**src/hdl/lds_pkg.sv**
```systemverilog
// ----------------------------------------------------------------------------
// lds_pkg
// Shared widths, register indexes, payload types and the stencil sum.
// ----------------------------------------------------------------------------
package lds_pkg;

    localparam int SAMPLE_W     = 32;
    localparam int POS_W        = 10;
    localparam int COEFF_W      = 16;
    localparam int LAP_W        = SAMPLE_W + 3;
    localparam int CFG_IDX_W    = 2;
    localparam int MAX_LINE_DEF = 1024;
    localparam int QUEUE_DEPTH  = 8;

    localparam logic [COEFF_W-1:0] COEFF_MAX = 16'd32768;

    localparam logic [CFG_IDX_W-1:0] CFG_DIFF_COEFF     = 2'd0;
    localparam logic [CFG_IDX_W-1:0] CFG_BOUNDARY_VALUE = 2'd1;
    localparam logic [CFG_IDX_W-1:0] CFG_PERIODIC       = 2'd2;

    typedef struct packed {
        logic signed [SAMPLE_W-1:0] sample;
        logic                       line_end;
    } in_t;

    typedef struct packed {
        logic signed [SAMPLE_W-1:0] new_value;
        logic [POS_W-1:0]           position;
        logic                       line_done;
    } out_t;

    // one pending result: center value, stencil sum, tags
    typedef struct packed {
        logic signed [SAMPLE_W-1:0] mid;
        logic signed [LAP_W-1:0]    lap;
        logic [POS_W-1:0]           pos;
        logic                       done;
    } job_t;

    // left + right - 2*mid, exact
    function automatic logic signed [LAP_W-1:0] lap_sum(
        input logic signed [SAMPLE_W-1:0] left,
        input logic signed [SAMPLE_W-1:0] mid,
        input logic signed [SAMPLE_W-1:0] right
    );
        logic signed [LAP_W-1:0] l_ext;
        logic signed [LAP_W-1:0] m_ext;
        logic signed [LAP_W-1:0] r_ext;
        l_ext = LAP_W'(left);
        m_ext = LAP_W'(mid);
        r_ext = LAP_W'(right);
        return l_ext + r_ext - (m_ext <<< 1);
    endfunction

endpackage

```
**src/hdl/lds_stencil.sv**
```systemverilog
// ----------------------------------------------------------------------------
// lds_stencil
// Scales the stencil sum by D, rounds half up at bit 16, adds the center.
// ----------------------------------------------------------------------------
module lds_stencil (
    input  lds_pkg::job_t                  job,
    input  logic [lds_pkg::COEFF_W-1:0]    coeff,
    output lds_pkg::out_t                  result
);

    localparam int PROD_W = lds_pkg::LAP_W + lds_pkg::COEFF_W + 1;

    logic signed [PROD_W-1:0] prod;
    logic signed [PROD_W-1:0] rounded;
    logic signed [PROD_W-1:0] scaled;

    assign prod    = $signed({1'b0, coeff}) * job.lap;
    assign rounded = prod + PROD_W'(32768);
    // arithmetic shift = floor, matching round-half-up on both signs
    assign scaled  = rounded >>> 16;

    assign result.new_value = job.mid + scaled[lds_pkg::SAMPLE_W-1:0];
    assign result.position  = job.pos;
    assign result.line_done = job.done;

endmodule

```
**src/hdl/line_diffusion_stencil_top.sv**
```systemverilog
// ----------------------------------------------------------------------------
// line_diffusion_stencil_top
// One explicit diffusion step along a grid line, three-point stencil.
// ----------------------------------------------------------------------------
// Usage:
//   s_* carries one cell per word (sample, line_end); m_* returns diffused
//   cells (new_value, position, line_done). cfg_* writes D, the boundary
//   value and the periodic flag; write only while the block is drained.
//   A cell's result leaves once its right neighbor has arrived. On the last
//   cell of a line the block emits the previous cell, the last cell and
//   then cell 0 (line_done set), so a line of N cells yields N words.
//   A result is written into the result queue when the word that releases
//   it is accepted, and reaches m_* through the output register.
//   Throughput: one cell per cycle while s_ready is high; each line end
//   pushes up to three results, drained by the single stencil multiplier.
//   s_ready drops while the 8-entry queue has less than 3 free slots.
//   A stalled m_ready holds the output word and backs up the queue.
//   Reset (aresetn low, synchronous) empties the queue, clears the output
//   valid, restarts the line at cell 0 and zeroes the config registers.
//   A cell at index MAX_LINE-1 closes its line even without line_end.
// ----------------------------------------------------------------------------
module line_diffusion_stencil_top #(
    parameter int MAX_LINE = lds_pkg::MAX_LINE_DEF
) (
    input  logic                            aclk,
    input  logic                            aresetn,

    input  logic                            s_valid,
    output logic                            s_ready,
    input  lds_pkg::in_t                    s_data,

    output logic                            m_valid,
    input  logic                            m_ready,
    output lds_pkg::out_t                   m_data,

    input  logic                            cfg_valid,
    output logic                            cfg_ready,
    input  logic [lds_pkg::CFG_IDX_W-1:0]   cfg_index,
    input  logic [lds_pkg::SAMPLE_W-1:0]    cfg_data
);

    localparam int CNT_W = (MAX_LINE > 1) ? $clog2(MAX_LINE) : 1;
    localparam int DEPTH = lds_pkg::QUEUE_DEPTH;
    localparam int PTR_W = $clog2(DEPTH);
    localparam int QCNT_W = PTR_W + 1;

    // ---------------- configuration ----------------
    logic [lds_pkg::COEFF_W-1:0]         coeff_reg;
    logic signed [lds_pkg::SAMPLE_W-1:0] bound_reg;
    logic                                periodic_reg;

    assign cfg_ready = 1'b1;

    always_ff @(posedge aclk) begin
        if (!aresetn) begin
            coeff_reg    <= '0;
            bound_reg    <= '0;
            periodic_reg <= 1'b0;
        end else if (cfg_valid) begin
            unique case (cfg_index)
                lds_pkg::CFG_DIFF_COEFF: begin
                    // D above one half acts as one half
                    coeff_reg <= (cfg_data[lds_pkg::COEFF_W-1:0] > lds_pkg::COEFF_MAX) ?
                                 lds_pkg::COEFF_MAX : cfg_data[lds_pkg::COEFF_W-1:0];
                end
                lds_pkg::CFG_BOUNDARY_VALUE: begin
                    bound_reg <= cfg_data;
                end
                lds_pkg::CFG_PERIODIC: begin
                    periodic_reg <= cfg_data[0];
                end
                default: begin
                end
            endcase
        end
    end

    // ---------------- line state ----------------
    logic [CNT_W-1:0]                    cnt_reg, cnt_next;
    logic signed [lds_pkg::SAMPLE_W-1:0] first_reg;
    logic signed [lds_pkg::SAMPLE_W-1:0] second_reg;
    logic signed [lds_pkg::SAMPLE_W-1:0] older_reg;
    logic signed [lds_pkg::SAMPLE_W-1:0] newer_reg;

    // ---------------- result queue ----------------
    lds_pkg::job_t       q_mem [DEPTH];
    logic [PTR_W-1:0]    wr_ptr_reg, wr_ptr_next;
    logic [PTR_W-1:0]    rd_ptr_reg, rd_ptr_next;
    logic [QCNT_W-1:0]   q_count_reg, q_count_next;

    logic                accept;
    logic                pop;
    logic                out_load;
    logic [1:0]          n_push;
    lds_pkg::job_t       slot [3];

    logic [31:0]                         idx;
    logic                                last;
    logic signed [lds_pkg::SAMPLE_W-1:0] s;
    logic signed [lds_pkg::SAMPLE_W-1:0] second_eff;
    logic signed [lds_pkg::SAMPLE_W-1:0] edge_left;
    logic signed [lds_pkg::SAMPLE_W-1:0] edge_right;
    lds_pkg::job_t                       job_mid;
    lds_pkg::job_t                       job_tail;
    lds_pkg::job_t                       job_head;
    lds_pkg::job_t                       job_single;

    assign s_ready = (q_count_reg <= QCNT_W'(DEPTH - 3));
    assign accept  = s_valid && s_ready;

    assign idx  = 32'(cnt_reg);
    assign s    = s_data.sample;
    assign last = s_data.line_end || (idx >= 32'(MAX_LINE - 1));

    always_comb begin
        // cell 1 becomes visible in the same word that closes a two-cell line
        second_eff = (idx == 32'd1) ? s : second_reg;
        edge_left  = periodic_reg ? s         : bound_reg;
        edge_right = periodic_reg ? first_reg : bound_reg;

        job_mid.mid  = newer_reg;
        job_mid.lap  = lds_pkg::lap_sum(older_reg, newer_reg, s);
        job_mid.pos  = lds_pkg::POS_W'(idx - 32'd1);
        job_mid.done = 1'b0;

        job_tail.mid  = s;
        job_tail.lap  = lds_pkg::lap_sum(newer_reg, s, edge_right);
        job_tail.pos  = idx[lds_pkg::POS_W-1:0];
        job_tail.done = 1'b0;

        job_head.mid  = first_reg;
        job_head.lap  = lds_pkg::lap_sum(edge_left, first_reg, second_eff);
        job_head.pos  = '0;
        job_head.done = 1'b1;

        // one-cell line: both neighbors are the edge, or the cell itself
        job_single.mid  = s;
        job_single.lap  = lds_pkg::lap_sum(edge_left, s, edge_left);
        job_single.pos  = '0;
        job_single.done = 1'b1;

        priority if (idx >= 32'd2) begin
            slot[0] = job_mid;
            slot[1] = job_tail;
            slot[2] = job_head;
            n_push  = last ? 2'd3 : 2'd1;
        end else if (idx == 32'd1) begin
            slot[0] = job_tail;
            slot[1] = job_head;
            slot[2] = job_head;
            n_push  = last ? 2'd2 : 2'd0;
        end else begin
            slot[0] = job_single;
            slot[1] = job_single;
            slot[2] = job_single;
            n_push  = last ? 2'd1 : 2'd0;
        end
        if (!accept) begin
            n_push = 2'd0;
        end
    end

    assign cnt_next = last ? '0 : cnt_reg + CNT_W'(1);

    always_ff @(posedge aclk) begin
        if (!aresetn) begin
            cnt_reg <= '0;
        end else if (accept) begin
            cnt_reg <= cnt_next;
        end
    end

    always_ff @(posedge aclk) begin
        if (accept) begin
            if (idx == 32'd0) begin
                first_reg <= s;
            end
            if (idx == 32'd1) begin
                second_reg <= s;
            end
            older_reg <= newer_reg;
            newer_reg <= s;
        end
    end

    // queue write: up to three entries per accepted word
    always_ff @(posedge aclk) begin
        for (int k = 0; k < 3; k++) begin
            if (2'(k) < n_push) begin
                q_mem[wr_ptr_reg + PTR_W'(k)] <= slot[k];
            end
        end
    end

    // ---------------- stencil and output register ----------------
    lds_pkg::out_t  stencil_out;
    lds_pkg::out_t  m_data_reg;
    logic           m_valid_reg, m_valid_next;

    lds_stencil u_stencil (
        .job    (q_mem[rd_ptr_reg]),
        .coeff  (coeff_reg),
        .result (stencil_out)
    );

    assign out_load     = !m_valid_reg || m_ready;
    assign pop          = out_load && (q_count_reg != '0);
    assign m_valid_next = out_load ? (q_count_reg != '0) : m_valid_reg;

    assign wr_ptr_next  = wr_ptr_reg + PTR_W'(n_push);
    assign rd_ptr_next  = rd_ptr_reg + PTR_W'(pop);
    assign q_count_next = q_count_reg + QCNT_W'(n_push) - QCNT_W'(pop);

    always_ff @(posedge aclk) begin
        if (!aresetn) begin
            wr_ptr_reg  <= '0;
            rd_ptr_reg  <= '0;
            q_count_reg <= '0;
            m_valid_reg <= 1'b0;
        end else begin
            wr_ptr_reg  <= wr_ptr_next;
            rd_ptr_reg  <= rd_ptr_next;
            q_count_reg <= q_count_next;
            m_valid_reg <= m_valid_next;
        end
    end

    always_ff @(posedge aclk) begin
        if (pop) begin
            m_data_reg <= stencil_out;
        end
    end

    assign m_valid = m_valid_reg;
    assign m_data  = m_data_reg;

`ifndef SYNTHESIS
    a_queue_bound: assert property (@(posedge aclk) disable iff (!aresetn)
        q_count_reg <= QCNT_W'(DEPTH))
        else $error("result queue overflow");

    a_done_at_zero: assert property (@(posedge aclk) disable iff (!aresetn)
        m_valid && m_data.line_done |-> m_data.position == '0)
        else $error("line_done on a cell other than 0");

    a_line_restart: assert property (@(posedge aclk) disable iff (!aresetn)
        accept && s_data.line_end |=> cnt_reg == '0)
        else $error("line end did not restart the cell count");

    a_valid_source: assert property (@(posedge aclk) disable iff (!aresetn)
        $rose(m_valid) |-> $past(q_count_reg != '0))
        else $error("output raised with an empty queue");
`endif

endmodule

```
**config.mk**
```make
export PLATFORM = sky130hd
export DESIGN_NAME = line_diffusion_stencil_top
export DESIGN_NICKNAME = d
export VERILOG_FILES = /design/src/hdl/lds_pkg.sv /design/src/hdl/lds_stencil.sv /design/src/hdl/line_diffusion_stencil_top.sv
export SDC_FILE = /design/constraint.sdc
export NUM_CORES = 2
export LEC_CHECK = 0
export BUFFER_PORTS_ARGS = -buffer_cell sky130_fd_sc_hd__buf_2
export CAP_MARGIN = 0
export CORE_MARGIN = 2
export CORE_UTILIZATION = 45
export DETAILED_ROUTE_END_ITERATION = 6
export PLACE_DENSITY_LB_ADDON = 0.25
export SYNTH_ARGS = -nofsm -noshare
export SYNTH_HDL_FRONTEND = slang
export SYNTH_SLANG_ARGS = --single-unit
```
**constraint.sdc**
```tcl
create_clock -name aclk -period 15.2 [get_ports aclk]
set_input_delay 0 -clock aclk [delete_from_list [all_inputs] [get_ports aclk]]
set_output_delay 0 -clock aclk [all_outputs]
set_load 0.02 [all_outputs]
```
# Word level (Yosys, flattened, before mapping)
# Memories as Yosys holds them, arrays and structs flattened. A register that Yosys moved wholly into a read port is not among the register bits.
# Cells that the tools add are included.
# totals
output_inout_bits,46
inputBits,72
mem_bits_rw,624
mem_count,1
elab_cells,77
reg_bits,241
# op_classes
magnitude_cmp,7
n_addsub,18
eq_ne,3
n_mul,1
n_reduce_logical,12
muxes,20
# memory_table
name,words,width,rd,rd_clocked_by_memory_dff,write_ports,line,text
q_mem,8,78,1,1,3,line_diffusion_stencil_top.sv:86,lds_pkg::job_t q_mem [DEPTH];
# op_table
op,count
two-way mux 234 bit,1
two-way mux 202 bit,1
subtractor 33 x 33 -> 34 bit,4
adder 32 x 32 -> 33 bit,4
two-way mux 32 bit,3
"adder 48 x 17 -> 48 bit, second input constant",1
multiplier 17 x 35 -> 48 bit,1
adder 32 bit,1
zero test 32 bit,1
"greater-than comparator 16 bit, second input constant",1
two-way mux 16 bit,1
"adder 10 x 1 -> 10 bit, second input constant",1
"equality test 10 x 1 -> 1 bit, second input constant",1
">= comparator 10 bit, second input constant",1
">= comparator 10 x 2 -> 1 bit, second input constant",1
two-way mux 10 bit,1
two-way mux 2 bit,5
"subtractor 10 x 1 -> 10 bit, second input constant",1
AND reduction 2 bit,4
two-way mux 1 bit,7
adder 4 x 2 -> 4 bit,1
"less-or-equal comparator 4 x 3 -> 1 bit, second input constant",1
"< comparator 1 x 2 -> 1 bit, first input constant",2
nonzero test 4 bit,1
other kinds (13),15

# Logic depth before layout (Yosys ltp)
# depth
word_depth,9
ltp_mapped,42

# Hierarchy
# A second synthesis with hierarchy kept.
# hier_totals
cells_unflattened,8056
area_unflattened_um2,75879.0
# modules_own_cells
module,n_inst,cells_each,area_per_inst_um2,seq_area_each_um2
line_diffusion_stencil_top,1,5741,55677.1,24153.2
lds_stencil,1,2315,20201.9,0.0

# Worst setup path after synthesis
# OpenSTA, ideal clock, no wires.
# synth_timing
path_kind,register -> register
from,"register, netlist name rd_ptr_reg[0]"
to,"register m_data_reg, in the netlist m_data[42] (data pin)"
period_less_slack_ps,10477
arrival_time_ps,10211
path_stages_with_launch,41
path_slack_ps,4723
path_cell_list,dfxtp_1 -> buf_6 -> buf_2 -> buf_1 -> mux4_2 -> mux2_2 -> clkbuf_1 -> and2_1 -> fa_1 -> inv_1 -> fa_1 -> fa_1 -> inv_1 -> fa_1 -> fa_1 -> inv_1 -> fa_1 -> inv_1 -> [5 not listed] -> a211oi_2 -> nor2_1 -> nor2b_1 -> o21a_1 -> o21a_1 -> nor2_1 -> xnor2_1 -> ha_1 -> a2111o_1 -> a211oi_2 -> o2111ai_1 -> a41o_1 -> o41a_1 -> nand2_1 -> nand2_1 -> o41a_1 -> o311ai_1 -> xnor2_1
# synth_rtl
item,line,text
"end signal, assigned",line_diffusion_stencil_top.sv:230,m_data_reg <= stencil_out;
"end, declared",line_diffusion_stencil_top.sv:197,lds_pkg::out_t m_data_reg;

==> results.tsv <==
stage	metric	value	unit
place	RD Place Congestion	0.9501	
synthesis	Synth Area in Compound Gates	0.1505	
run	MaxCap Viol Count	1	
synthesis	largest cells by area after synthesis	edfxtp_1, fa_1, a21oi_1, nand2_1, ha_1	
synthesis	Post-Synth XOR/XNOR Area	0.02020	
synthesis	mapped cell area	75460	um2
clock_network	setup bufs post-CTS	0	
timing	relative slew slack	0.01267	
synthesis	main combinational cell family by area after synthesis	adder cells	
final_layout	non-filler instance count after layout	10350	
pwr	Max VDD drop	0.0001039	V
synthesis	Synth Area in Adders	0.2109	
final_layout	layout cells sized above 1	0.08726	
critical_path	CP max stage delay	0.92	ns
critical_path	R2R depth	34	
clock_network	clock-pin transition on the worst setup and hold timing paths	0.06	ns
critical_path	critical path endpoint category	flop	
timing	Final min period	11.60	ns
global_routing	met1 Usage GRT	0.4324	
clock_network	TritonCTS Buffers	98	
synthesis	Yosys cell types	99	
clock_network	post-cts resize count	0	
synthesis	area share of the leading cell type in the synthesized netlist	0.2782	
drt	# DRC	37	
critical_path	worst reg-to-reg setup slack	3.60	ns
synthesis	async set or reset register ratio after synthesis	0	
drt	remaining antenna violation count	0	
pwr	Final Power	13120	uW
final_layout	max reg flops	616	
pwr	Pleak	0.03467	uW
synthesis	Yosys reg bits	857	
global_routing	busiest layer in global routing	met2	
timing	Slew Limit Fails	0	
synthesis	mux cell area share after synthesis	0.07958	
timing	fmax	0.08620	GHz
final_layout	commonest non-fill, non-tap cell in the layout	nand2_1	
clock_network	Max Root-Sink Buffers	3	
outcome	status	finished, violations left	
timing	Worst-Margin Slew	1.474	ns
global_routing	first-pass GRT wire length	407200	um
drt	routed via count	63620	
drt	post-DR vias/cell	6.150	
synthesis	syn nets	9075	
synthesis	ys flop type	edfxtp_1	
floorplanning	Ports	118	
clock_network	Sink Count	857	
timing	period utilization	0.7633	
global_routing	vias in the first global route	62350	
floorplanning	die width	413.5	um
synthesis	Synth Instances	8088	
final_layout	Area Growth Syn to Fin	9.150	%
drt	Pre-antenna DRT Iters	7	
global_routing	met3 Usage GRT	0.08321	
clock_network	clock latency on the worst-skew pair	0.76	ns
clock_network	Root Driver	clkbuf_16	
outcome	failing checks	design-rule violations, max-capacitance violations	
synthesis	Syn. warnings	0	
timing	Final TNS setup	0	ns
critical_path	WP data arrival	12.09	ns
critical_path	most used cell along the critical path	fa_1	
final_layout	Filler Cells Inserted	15280	
min_path	type of the most critical hold path	input port to flop	
clock_network	CTS tree	yes	
clock_network	H-tree depth	3	
place	HPWL after DPL	189800	um
global_routing	grt met2 use	0.4949	
critical_path	Critical Path RT	15.69	ns
drt	number of DRC markers in iteration 0	8965	
synthesis	leading area contributor after synthesis	edfxtp_1	
floorplanning	die area	171000	um2
final_layout	post-layout util	0.4936	
critical_path	CP max stage cell	dfxtp_4	
critical_path	crit path kind	flop to flop	
floorplanning	die height	413.5	um
place	# placed instances	10060	
critical_path	CP Launch Type	flop	
floorplanning	Site Rows	150	
final_layout	most frequent cells in the layout	nand2_1, inv_1, a21oi_1	
place	Port Buffers	116	
drt	Routed WL	278000	um
drt	Wirelength per Cell	26.87	um
global_routing	GRT Total Usage	0.3230	
timing	Final setup viols	0	
synthesis	number of synthesized flops with an enable pin	699	
synthesis	Avg Cell Area, Syn	9.329	um2
synthesis	Post-Synth Simple-Gate Area	0.1430	
timing	final hold violations	0	
timing	worst clock skew	0.04217	ns
timing	RSZ-0062 raised after global routing	false	
global_routing	antenna violations before repair	6	
floorplanning	Initial Utilization	0.4522	
critical_path	CP max FO	56	
floorplanning	CORE AREA	166800	um2
min_path	hold path cells	4	
pwr	power per cell area	159.3	nW/um2
global_routing	largest net degree at the start of global routing	76	
global_routing	Remaining Overflow, GRT	0	
final_layout	nets@finish	9039	
synthesis	post-synthesis sequential area ratio	0.3201	
==> cell families (layout without fill, tap and decap cells) <==
kind of cell / after synthesis / in the layout
buffers and inverters: 1495 / 1544
multiplexers: 397 / 397
AO/OA/AOI/OAI: 1870 / 1870
XOR/XNOR: 174 / 174
AND/OR/NAND/NOR: 2379 / 2379
adder cells (fa/ha/maj): 915 / 915
flip-flops: 857 / 857
other: 1 / 5
==> metal layers <==
layer | up-vias | wire length, um | part of all wire
met2 | 4223 | 121600 | 0.44
met4 | 4 | 13740 | 0.049
met1 | 31080 | 106500 | 0.38
met3 | 790 | 36110 | 0.13
li1 | 27520 | - | -
met5 | - | 33 | 0.00012
==> worst paths after layout <==
check | from | to
setup / recovery | rd_ptr_reg[1]$_SDFF_PN0_ | m_data[42]$_DFFE_PP_
hold / removal | s_data[0] | cnt_reg[8]$_SDFFE_PN0P_
setup reg to reg | rd_ptr_reg[1]$_SDFF_PN0_ | m_data[42]$_DFFE_PP_
hold reg to reg | q_mem[6][5]$_SDFFE_PP0P_ | q_mem[6][5]$_SDFFE_PP0P_
==> per-stage QoR <==
step / instance area [um2] / hold slack [ns] / worst slack, ns
5_1_grt: 82350 / 0.2019 / 3.113
3_5_place_dp: 78070 / 0.2601 / 3.634
2_1_floorplan: 75460 / 0.09887 / 4.723
4_1_cts: 82350 / 0.1529 / 3.655
3_3_place_gp: 78070 / 0.2568 / 3.778
6_report: 82360 / 0.1845 / 3.598
==> worst max-delay path: cells and delay by family, from the launching register on <==
kind | cells | cell delay, ns
flops | 1 | 0.92
mux | 2 | 0.86
fa+ha+maj | 8 | 3.53
compound gates | 10 | 2.99
simple gates | 7 | 0.86
buf+inv | 5 | 1.87
xor+xnor | 2 | 0.24
==> repair_timing <==
action,4_1_cts,5_1_grt
endpoints found under the hold margin,148,0
endpoints found under the setup margin,0,0
hold buffers,100,0
==> report_power, final <==
group	switching, uW	internal (uW)
Clock	1090	1360
Combinational	4750	2520
Sequential	266	3140
Total	6110	7020
==> synth_stat cells (154+ instances only) <==
cell type  number
clkbuf_1      357
o21ai_0       201
nor2_1        400
mux4_2        154
mux2i_1       171
inv_1        1032
fa_1          595
a21oi_1       969
nand2_1      1206
ha_1          320
and2_1        235
dfxtp_1       158
nor2b_1       174
edfxtp_1      699
==> cell type report <==
| class | instances | area (um2) | area share |
|---|---|---|---|
| antenna | 4 | 10.01 | 0.0001215 |
| clock buffer | 121 | 2664 | 0.03234 |
| clock inverter | 64 | 615.6 | 0.007474 |
| inverter | 1033 | 3882 | 0.04714 |
| multi-input combinational | 5736 | 45840 | 0.5566 |
| sequential | 857 | 24170 | 0.2935 |
| tap | 2204 | 2758 | 0.03348 |
| timing repair buffer | 326 | 2420 | 0.02938 |
Power figures use the tool's default switching activity.
